**config.mk**
```make
export PLATFORM = sky130hd
export DESIGN_NAME = periodic_timer_table
export DESIGN_NICKNAME = d
export VERILOG_FILES = /design/src/sv/ptt_pkg.sv /design/src/sv/ptt_cell.sv /design/src/sv/periodic_timer_table.sv
export VERILOG_INCLUDE_DIRS = /design/src /design/src/sv
export SDC_FILE = /design/constraint.sdc
export NUM_CORES = 2
export LEC_CHECK = 0
export ABC_AREA = 1
export BUFFER_PORTS_ARGS = -buffer_cell sky130_fd_sc_hd__buf_4
export CAP_MARGIN = 40
export CORE_ASPECT_RATIO = 1.4
export CORE_MARGIN = 3
export CORE_UTILIZATION = 32
export CTS_BUF_LIST = sky130_fd_sc_hd__clkbuf_2
export DETAILED_ROUTE_END_ITERATION = 6
export SYNTH_ARGS = -nofsm -noshare
export SYNTH_HDL_FRONTEND = slang
export SYNTH_SLANG_ARGS = --single-unit
```
**constraint.sdc**
```tcl
create_clock -name clk -period 2.4 [get_ports clk]
set_input_delay 0.48 -clock clk [delete_from_list [all_inputs] [get_ports clk]]
set_output_delay 0.48 -clock clk [all_outputs]
set_load 0.03 [all_outputs]
```
**src/sv/periodic_timer_table_defines.svh**
```systemverilog
// Assertion macros shared by the periodic timer table RTL.
`ifndef PERIODIC_TIMER_TABLE_DEFINES_SVH
`define PERIODIC_TIMER_TABLE_DEFINES_SVH
`ifndef SYNTHESIS
// Property that must hold at every clock edge outside reset.
`define PTT_ASSERT(lbl, clk, rst_n, prop) \
	lbl: assert property (@(posedge clk) disable iff (!rst_n) (prop)) \
		else $error("periodic_timer_table: check failed");
// Condition that must never be true.
`define PTT_ASSERT_NEVER(lbl, clk, rst_n, cond) \
	`PTT_ASSERT(lbl, clk, rst_n, !(cond))
`else
`define PTT_ASSERT(lbl, clk, rst_n, prop)
`define PTT_ASSERT_NEVER(lbl, clk, rst_n, cond)
`endif
`endif

```
**src/sv/ptt_pkg.sv**
```systemverilog
// Types and constants of the periodic timer table.
`timescale 1ns / 1ps
package ptt_pkg;

	// Operation codes of an input word
	localparam logic [1:0] OP_REGISTER = 2'd0;
	localparam logic [1:0] OP_ENABLE   = 2'd1;
	localparam logic [1:0] OP_TICK     = 2'd2;

	// Result kinds
	localparam logic [1:0] KIND_ACK   = 2'd0;
	localparam logic [1:0] KIND_FIRED = 2'd1;
	localparam logic [1:0] KIND_IDLE  = 2'd2;

	// At most this many fired ids are reported per tick
	localparam int MAX_RESULTS = 10;
	localparam int CNT_W       = $clog2(MAX_RESULTS + 1);

	typedef struct packed {
		logic [1:0]  operation;
		logic [15:0] timer_id;
		logic [31:0] period;
		logic        enable_flag;
	} in_word_t;

	typedef struct packed {
		logic [1:0]  result_kind;
		logic [15:0] fired_id;
		logic        status;
		logic        last;
	} out_word_t;

	// Command token that walks down the cell chain
	typedef struct packed {
		logic        valid;
		logic [1:0]  operation;
		logic [15:0] timer_id;
		logic [31:0] period;
		logic        enable_flag;
		logic        found;     // an earlier cell already took the command
		logic        fired;     // this cell fired on the tick
		logic [15:0] fired_id;
	} token_t;

endpackage

```
**src/sv/ptt_cell.sv**
```systemverilog
// One timer slot: holds its state and passes the command token on.
`timescale 1ns / 1ps
module ptt_cell (
	input  logic            clk,
	input  logic            arst_n,
	input  ptt_pkg::token_t tin,
	output ptt_pkg::token_t tout
);

	logic [15:0]     id_q;
	logic [31:0]     period_q;
	logic [31:0]     count_q;
	logic            en_q;
	ptt_pkg::token_t tout_q;

	logic            qualify;
	logic            hit;
	logic            fire;
	ptt_pkg::token_t tnext;

	// slot match and fire decision
	always_comb begin
		qualify = (id_q == 16'd0) || (id_q == tin.timer_id);
		hit     = tin.valid && !tin.found && qualify;
		fire    = (id_q != 16'd0) && en_q && (period_q <= count_q);
		tnext          = tin;
		tnext.found    = tin.found || qualify;
		tnext.fired    = 1'b0;
		tnext.fired_id = 16'd0;
		if (tin.valid && tin.operation == ptt_pkg::OP_TICK && fire) begin
			tnext.fired    = 1'b1;
			tnext.fired_id = id_q;
		end
	end

	// slot state and token register
	always_ff @(posedge clk or negedge arst_n) begin
		if (!arst_n) begin
			id_q     <= 16'd0;
			period_q <= 32'd0;
			count_q  <= 32'd0;
			en_q     <= 1'b0;
			tout_q   <= '0;
		end else begin
			tout_q <= tnext;
			if (tin.valid) begin
				unique case (tin.operation)
					ptt_pkg::OP_REGISTER: begin
						if (hit) begin
							id_q     <= tin.timer_id;
							period_q <= tin.period;
							count_q  <= 32'd0;
							en_q     <= 1'b1;
						end
					end
					ptt_pkg::OP_ENABLE: begin
						if (hit) begin
							en_q <= tin.enable_flag;
						end
					end
					ptt_pkg::OP_TICK: begin
						if (fire) begin
							count_q <= 32'd0;
						end else if (count_q != 32'hFFFF_FFFF) begin
							count_q <= count_q + 32'd1;
						end
					end
					default: ;
				endcase
			end
		end
	end

	assign tout = tout_q;

endmodule

```
**src/sv/periodic_timer_table.sv**
```systemverilog
// Top level of the periodic timer table: entry register, cell chain, result sequencing.
// Usage:
//   An input word on item is taken at a rising edge with start high and busy low.
//   Operations: register a timer, set a timer's enable, or a one millisecond tick.
//   The word enters a chain of SLOTS cells, one slot per cell, and moves one
//   cell per cycle; each cell updates its own slot as the word passes.
//   Results come out on result, one per cycle while strobe is high. Register and
//   enable give one acknowledge word; a tick gives one word per fired timer in
//   slot order (at most ten) or a single idle word. The final word has last set.
//   The final word comes after the entry register, the SLOTS cell registers, fin_q
//   and the result register; busy drops in that same cycle and the next word is
//   taken at the edge that ends it, so no new item is taken before the last is done.
//   Each fired word is held back until the next fire or the final word, so
//   fired words can have idle cycles between them.
//   The receiver cannot stall: every strobed word must be taken when shown.
//   Reset empties every slot, clears all counts and enables, and drops busy.
`timescale 1ns / 1ps
`include "periodic_timer_table_defines.svh"
module periodic_timer_table #(
	parameter int SLOTS = 10
) (
	input  logic               clk,
	input  logic               arst_n,
	input  logic               start,
	output logic               busy,
	input  ptt_pkg::in_word_t  item,
	output logic               strobe,
	output ptt_pkg::out_word_t result
);

	logic                      busy_q;
	logic                      accept;
	ptt_pkg::token_t           ent_q;
	ptt_pkg::token_t           tok [SLOTS];
	logic [SLOTS-1:0]          tok_valid;

	logic                      pend_v_q;
	logic [15:0]               pend_id_q;
	logic [ptt_pkg::CNT_W-1:0] n_q;
	logic                      fin_q;
	logic [1:0]                fin_op_q;
	logic                      fin_found_q;
	logic                      strobe_q;
	ptt_pkg::out_word_t        res_q;

	logic                      fire_any;
	logic [15:0]               fire_id;

	assign accept = start && !busy_q;

	// cell chain
	for (genvar i = 0; i < SLOTS; i++) begin : g_cell
		if (i == 0) begin : g_first
			ptt_cell u_cell (.clk(clk), .arst_n(arst_n), .tin(ent_q), .tout(tok[i]));
		end else begin : g_next
			ptt_cell u_cell (.clk(clk), .arst_n(arst_n), .tin(tok[i-1]), .tout(tok[i]));
		end
		assign tok_valid[i] = tok[i].valid;
	end

	// collect the fire of whichever cell holds the token
	always_comb begin
		fire_any = 1'b0;
		fire_id  = 16'd0;
		for (int i = 0; i < SLOTS; i++) begin
			fire_any = fire_any | (tok[i].valid & tok[i].fired);
			fire_id  = fire_id | (tok[i].valid ? tok[i].fired_id : 16'd0);
		end
	end

	// entry, pending fire and result sequencing
	always_ff @(posedge clk or negedge arst_n) begin
		if (!arst_n) begin
			busy_q      <= 1'b0;
			ent_q       <= '0;
			pend_v_q    <= 1'b0;
			pend_id_q   <= 16'd0;
			n_q         <= '0;
			fin_q       <= 1'b0;
			fin_op_q    <= ptt_pkg::OP_REGISTER;
			fin_found_q <= 1'b0;
			strobe_q    <= 1'b0;
			res_q       <= '0;
		end else begin
			ent_q.valid       <= accept;
			ent_q.operation   <= item.operation;
			ent_q.timer_id    <= item.timer_id;
			ent_q.period      <= item.period;
			ent_q.enable_flag <= item.enable_flag;
			ent_q.found       <= 1'b0;
			ent_q.fired       <= 1'b0;
			ent_q.fired_id    <= 16'd0;
			strobe_q          <= 1'b0;

			if (accept) begin
				busy_q   <= 1'b1;
				pend_v_q <= 1'b0;
				n_q      <= '0;
			end

			// hold each fire back until the next one so the final one can carry last
			if (fire_any && (n_q < ptt_pkg::CNT_W'(ptt_pkg::MAX_RESULTS))) begin
				n_q       <= n_q + ptt_pkg::CNT_W'(1);
				pend_v_q  <= 1'b1;
				pend_id_q <= fire_id;
				if (pend_v_q) begin
					strobe_q <= 1'b1;
					res_q    <= '{result_kind: ptt_pkg::KIND_FIRED, fired_id: pend_id_q,
						status: 1'b0, last: 1'b0};
				end
			end

			fin_q       <= tok[SLOTS-1].valid;
			fin_op_q    <= tok[SLOTS-1].operation;
			fin_found_q <= tok[SLOTS-1].found;

			// final word of the item
			if (fin_q) begin
				busy_q   <= 1'b0;
				pend_v_q <= 1'b0;
				strobe_q <= 1'b1;
				if (fin_op_q == ptt_pkg::OP_TICK) begin
					if (pend_v_q) begin
						res_q <= '{result_kind: ptt_pkg::KIND_FIRED, fired_id: pend_id_q,
							status: 1'b0, last: 1'b1};
					end else begin
						res_q <= '{result_kind: ptt_pkg::KIND_IDLE, fired_id: 16'd0,
							status: 1'b0, last: 1'b1};
					end
				end else begin
					res_q <= '{result_kind: ptt_pkg::KIND_ACK, fired_id: 16'd0,
						status: (fin_op_q == ptt_pkg::OP_REGISTER) && !fin_found_q,
						last: 1'b1};
				end
			end
		end
	end

	assign busy   = busy_q;
	assign strobe = strobe_q;
	assign result = res_q;

	// checks
	`PTT_ASSERT(a_one_token, clk, arst_n, $onehot0(tok_valid))
	`PTT_ASSERT(a_accept_busy, clk, arst_n, accept |=> busy_q)
	`PTT_ASSERT(a_fin_final, clk, arst_n, fin_q |=> (strobe_q && res_q.last))
	`PTT_ASSERT(a_ack_last, clk, arst_n, (strobe_q && res_q.result_kind == ptt_pkg::KIND_ACK) |-> res_q.last)
	`PTT_ASSERT_NEVER(a_pend_idle, clk, arst_n, pend_v_q && !busy_q)

endmodule
```
-- Word-level counts from Yosys, hierarchy flattened
Index checks and enable logic that the tools add are counted.
- register bits: 1560
- bits in latches: 0
- RAM bits: 0
- memory bits (read-only): 0
- output and inout bits: 22
- memories: 0
- add/subtract/negate cells: 11
- multipliers: 0
- divide/modulo/power cells: 0
- $lt $le $gt $ge: 11
- eq/ne operators: 71
- shifts and indexed selects: 0
- mux-type cells: 105
- bitwise logic cells: 28
- reduce and logical (&&, ||, !) cells: 179
- operator list (operator ; count):
    $mux 32 ; 30
    $pmux 32 s2 ; 10
    $add 32x1->32 const B ; 10
    $le 32x32->1 ; 10
    $ne 32x32->1 const B ; 10
    $mux 17 ; 10
    $eq 16x16->1 ; 10
    $logic_not 16->1 ; 10
    $mux 16 ; 10
    $reduce_bool 16->1 ; 10
    $or 16x16->16 ; 9
    $mux 20 ; 5
    $reduce_and 4->1 ; 20
    $logic_and 1x1->1 ; 62
    $reduce_bool 2->1 ; 24
    $ne 2x1->1 const B ; 20
    $ne 3x2->1 const B ; 10
    $reduce_and 3->1 ; 10
    $mux 1 ; 28
    $eq 2x2->1 const B ; 11
    $logic_not 2->1 ; 11
    $eq 2x1->1 const B ; 10
    $pmux 1 s2 ; 10
    $logic_or 1x1->1 ; 19
    8 further kinds ; 36

-- Logic depth before layout (Yosys ltp)
- word-level depth: 13
- gate-level depth with buffers: 20

-- By module
Synthesis repeated with hierarchy kept, for this count alone.
- cells, all modules: 8500
- area total of the unflattened synthesis: 74632.8 sq um
- by module, submodules not included (module ; times used ; cells each ; area each (sq um) ; seq. area each (sq um)):
    ptt_cell at g_cell[0].g_first.u_cell ... ; 8 ; 795 ; 6995.5 ; 3778.6
    ptt_cell at g_cell[3].g_next.u_cell ; 1 ; 801 ; 7063.0 ; 3778.6
    ptt_cell at g_cell[9].g_next.u_cell ; 1 ; 796 ; 6971.7 ; 3778.6
    periodic_timer_table ; 1 ; 543 ; 4634.4 ; 2477.4

-- Worst setup path after synthesis
OpenSTA, ideal clock, no wires.
- path type: flip-flop to flip-flop
- from: register g_cell[1].g_next.u_cell.count_q[5]
- to: register g_cell[1].g_next.u_cell.count_q[0]
- data arrival time: 2.058 ns
- path slack: 0.225 ns
- cell stages (with the launch flop): 19
- clock period less this slack: 2.175 ns
- cells stage by stage: dfrtp_1 > clkbuf_1 > inv_1 > ha_1 > a21oi_1 > nor2_1 > nor2_1 > nand2_1 > nand2_1 > nand2_1 > nand2_1 > nand2_1 > nand2_1 > nand2_1 > nand2_1 > clkbuf_1 > nor2_1 > nand2_1 > nand2_1
- longest elaborated chain between the ends: 4
- RTL lines (element ; line ; source):
    start, declared ; ptt_cell.sv:12 ; logic [31:0] count_q;
    start signal, assigned ; ptt_cell.sv:65 ; count_q <= count_q + 32'd1;
    $le 32x32->1 ; ptt_cell.sv:25 ; fire = (id_q != 16'd0) && en_q && (period_q <= count_q);
    $logic_and 1x1->1 ; ptt_cell.sv:25 ;
    $ne 3x2->1 (no source line) or $mux 32 (tied branches) ; - ;
    $reduce_and 4->1 (no source line) or $pmux 32 s2 (tied branches) ; - ;
Several ways; a longest one is shown, not always the timed one.
A chain may end at the register's enable or synchronous reset.

-- Worst setup path in the final report
- from: register res_q, in the netlist result[3]
- to: output result[3] (netlist bit)
- RTL lines (element ; line ; source):
    start, declared ; periodic_timer_table.sv:44 ; ptt_pkg::out_word_t res_q;
    start signal, assigned ; periodic_timer_table.sv:108 ; res_q <= '{result_kind: ptt_pkg::KIND_FIRED, fired_id: pend_id_q,
    start signal, assigned ; periodic_timer_table.sv:124 ; res_q <= '{result_kind: ptt_pkg::KIND_FIRED, fired_id: pend_id_q,
    start signal, assigned ; periodic_timer_table.sv:127 ; res_q <= '{result_kind: ptt_pkg::KIND_IDLE, fired_id: 16'd0,
    end, declared ; periodic_timer_table.sv:28 ; output ptt_pkg::out_word_t result
No word-level cell between the ends.

==> out/results.ini <==
[worst_setup_path]
crit_arrival_ns=2.51
startpoint=result[3]
cp_top_family=flip-flops
critical_path_class=flop to output pin
path_buf_inv=1
cp_slowest_stage_delay_ns=0.51
r2r-start=g_cell[6].g_next.u_cell.id_q[14]
cp_max_fo=2
crit_slowest_cell=dfrtp_2
path_cells=buf_6
critPathLaunchType=flop
crit_required_ns=1.92
end_kind=output pin

[route]
antenna_left=0
first_pass_iters=6
post_drt_wl_per_cell_um=17.25
routed_wl_um=216100
num_vias=59403
routed_via_density=4.742
first_iter_violations=4030
drc=0

[timing]
worst_slew_pin_slew_ns=1.144
maxSlewViolCount=0
min_period_over_period_pct=124.5
final-hold-violation-count=0
rsz0062_at_grt=yes
worst_slack_ns=-0.5892
finalSetupViolCount=22
maxSlewHeadroom_pct=23.72
min_period_ns=2.989
finClkSkew_ns=0.2856
fmax_mhz=334.5

[floorplan]
core_mm2=0.2234
die_w_um=407.3
die_h_um=567.8
dieArea_mm2=0.2313
start_util_pct=32.29
std_cell_rows=205
io_pins=76

[global_routing]
grt_pass1_wl_um=326700
gr-total-overflow=0
grt_pass1_vias=59998
grt_start_max_net_pins=113
antenna_found_initial=4
grt_usage_pct=17.65

[clocking]
htreeDepth=5
clk_pin_slew_worst_paths_ns=0.11
clock_sinks=1560
cts_tree=built
cts_root_buffer=clkbuf_2
clk-insertion-delay-late_ns=1.86
cts_buffer_depth=4
numCtsBuffers=410

[layout]
final_area_mm2=0.08916
fillers=22017
multiInputGateArea_mm2=0.03142
final_cells=12526
syn_to_final_growth_pct=23.59
register_area_mm2=0.03908
final_nets=9628
drive_gt1_share_pct=19.47

[min_path]
worst_hold_path_type=flop to flop
hold_start=g_cell[7].g_next.u_cell.tout[55]

[placed_design]
post-dp-hpwl_um=150800
dp.cells=11473
postPlaceCellArea_mm2=0.07912
port_buffers=75
routabilityCongestion=0.9066

[logic_synthesis]
yosysUniqueCellTypes=42
syn_nets=8689
ys_warn_count=0
syn-cell-area_mm2=0.07214
syn_area_per_cell_um2=8.687
syn-instance-count=8304
ys_seq_elements=1560
synth.yosys.seq_area_share_pct=54.11

[power_and_ir_drop]
power_leakage_nw=43.69
p_per_area_mw_per_mm2=641.7
ir_drop_uv=542.1

[flow_run]
maxCapViolCount=0

[run_status]
violations=negative setup slack
status=finished, violations left

-- worst paths after layout --
check	endpoint	slack (ns)	depth (start not counted)
setup reg to reg	g_cell[6].g_next.u_cell.count_q[20]	0.01	15
setup / recovery	result[3]	-0.59	1
hold reg to reg	g_cell[8].g_next.u_cell.tout[55]	0.24	0
min in group asynchronous	g_cell[5].g_next.u_cell.tout[4]	0.39	5
hold / removal	g_cell[8].g_next.u_cell.tout[55]	0.24	0
max in group asynchronous	g_cell[6].g_next.u_cell.count_q[16]	0.81	7
-- cells in the final DEF, fill, tap and decap left out, types with 39 or more instances in the layout --
| cell | n |
|---|---|
| nand2_1 | 2521 |
| dfrtp_1 | 1524 |
| nor2_1 | 776 |
| inv_1 | 677 |
| clkbuf_2 | 581 |
| nand3_1 | 507 |
| buf_4 | 466 |
| xor2_1 | 273 |
| ha_1 | 260 |
| nand4_1 | 167 |
| dlygate4sd3_1 | 160 |
| a21oi_1 | 149 |
| xnor2_1 | 133 |
| nor3_1 | 132 |
| nand2_2 | 126 |
| o21ai_0 | 122 |
| inv_2 | 102 |
| buf_12 | 88 |
| clkinv_1 | 85 |
| nor2_2 | 83 |
| ha_4 | 70 |
| nor4_1 | 49 |
| nand2_4 | 47 |
| clkbuf_16 | 39 |
-- routing by layer --
metal	part of all wire [%]	global-route usage [%]
met1	39	20.24
met3	4.5	3.004
met4	5.0	8.381
met2	51	31.81
met5	0	0
-- cells by family (layout without fill, tap and decap cells) --
kind of cell               count (synthesis)  in the layout  synth area share, %
DFF                                     1560           1560                54.11
AOI/OAI and AO/OA                        441            441                3.547
adders and majority gates                331            331                5.741
and+or+nand+nor                         4516           4516                25.95
buffers and inverters                   1049           2268                5.711
other                                      0              2                    0
xor gates and xnor gates                 407            407                4.941
-- final cells by class --
cell class                      count  area share [%]
Clock inverter                    111          0.6217
Inverter                          776           3.270
Antenna cell                        2        0.005614
Clock buffer                      581           3.261
Tap cell                         3001           4.212
Timing Repair Buffer              800           9.557
Multi-Input combinational cell   5695           35.24
Sequential cell                  1560           43.84
-- Yosys cell counts (all sizes together) --
library cell | count | area share [%]
o32ai | 1 | 0.012
xor2 | 274 | 3.3
nand2 | 2699 | 14
or2 | 10 | 0.087
xnor2 | 133 | 1.6
clkbuf | 179 | 0.93
a22o | 34 | 0.41
nand4 | 168 | 1.5
nor2 | 884 | 4.7
buf | 94 | 0.74
nor3 | 151 | 1.2
a21o | 11 | 0.11
nand3b | 1 | 0.010
a221oi | 33 | 0.40
a21oi | 194 | 1.3
o22ai | 21 | 0.18
nor3b | 1 | 0.010
o21a | 11 | 0.11
nor4b | 1 | 0.012
a31oi | 2 | 0.017
ha | 331 | 5.7
inv | 776 | 4.0
o31ai | 5 | 0.052
dfrtp | 1560 | 54
and3 | 2 | 0.017
nor4 | 64 | 0.56
and2 | 9 | 0.078
nand3 | 526 | 3.7
o21ai | 129 | 0.89
-- repair_timing --
action | in CTS | in global routing
buffers inserted | 19 | 126
resized for setup | 81 | 566
hold buffers | 161 | 0
setup endpoints to repair | 228 | 560
hold endpoints to repair | 1618 | 0
cloned | 8 | 47
pin swaps | 13 | 179
-- metrics by stage --
step	setup slack, ns	total power [W]	util (%)	TNS (ns)	hold WS (ns)
after floorplan	0.2253	0.03414	-	0	0.1844
after global placement	-0.05845	0.03743	35.42	-1.846	0.3420
after detailed placement	-0.09378	0.03773	35.42	-5.104	0.3358
after CTS	-0.8855	0.05635	37.99	-16.35	0.1231
after global routing	-0.8323	0.06069	39.91	-24.07	0.1895
final	-0.5892	0.05721	39.91	-9.810	0.2367
-- sequential cells by signal, summed over array words and instances (netlist names), 2 cells and up --
register                        count
g_cell.g_first.u_cell.period_q     32
n_q                                 4
g_cell.g_next.u_cell.id_q         144
fin_op_q                            2
g_cell.g_next.u_cell.period_q     288
g_cell.g_first.u_cell.id_q         16
g_cell.g_first.u_cell.tout         70
g_cell.g_next.u_cell.en_q           9
pend_id_q                          16
g_cell.g_first.u_cell.count_q      32
result                             20
ent_q                              52
g_cell.g_next.u_cell.count_q      288
g_cell.g_next.u_cell.tout         581
-- report_power, final --
part | internal (W) | switching, W | leakage [nW] | total (W)
clock network | 0.00689 | 0.0109 | 2.69 | 0.0178
registers | 0.0278 | 0.00164 | 20.4 | 0.0295
logic | 0.00420 | 0.00572 | 20.6 | 0.00992
total | 0.0389 | 0.0183 | 43.7 | 0.0572
No activity file was read; power rests on OpenSTA's default activity.
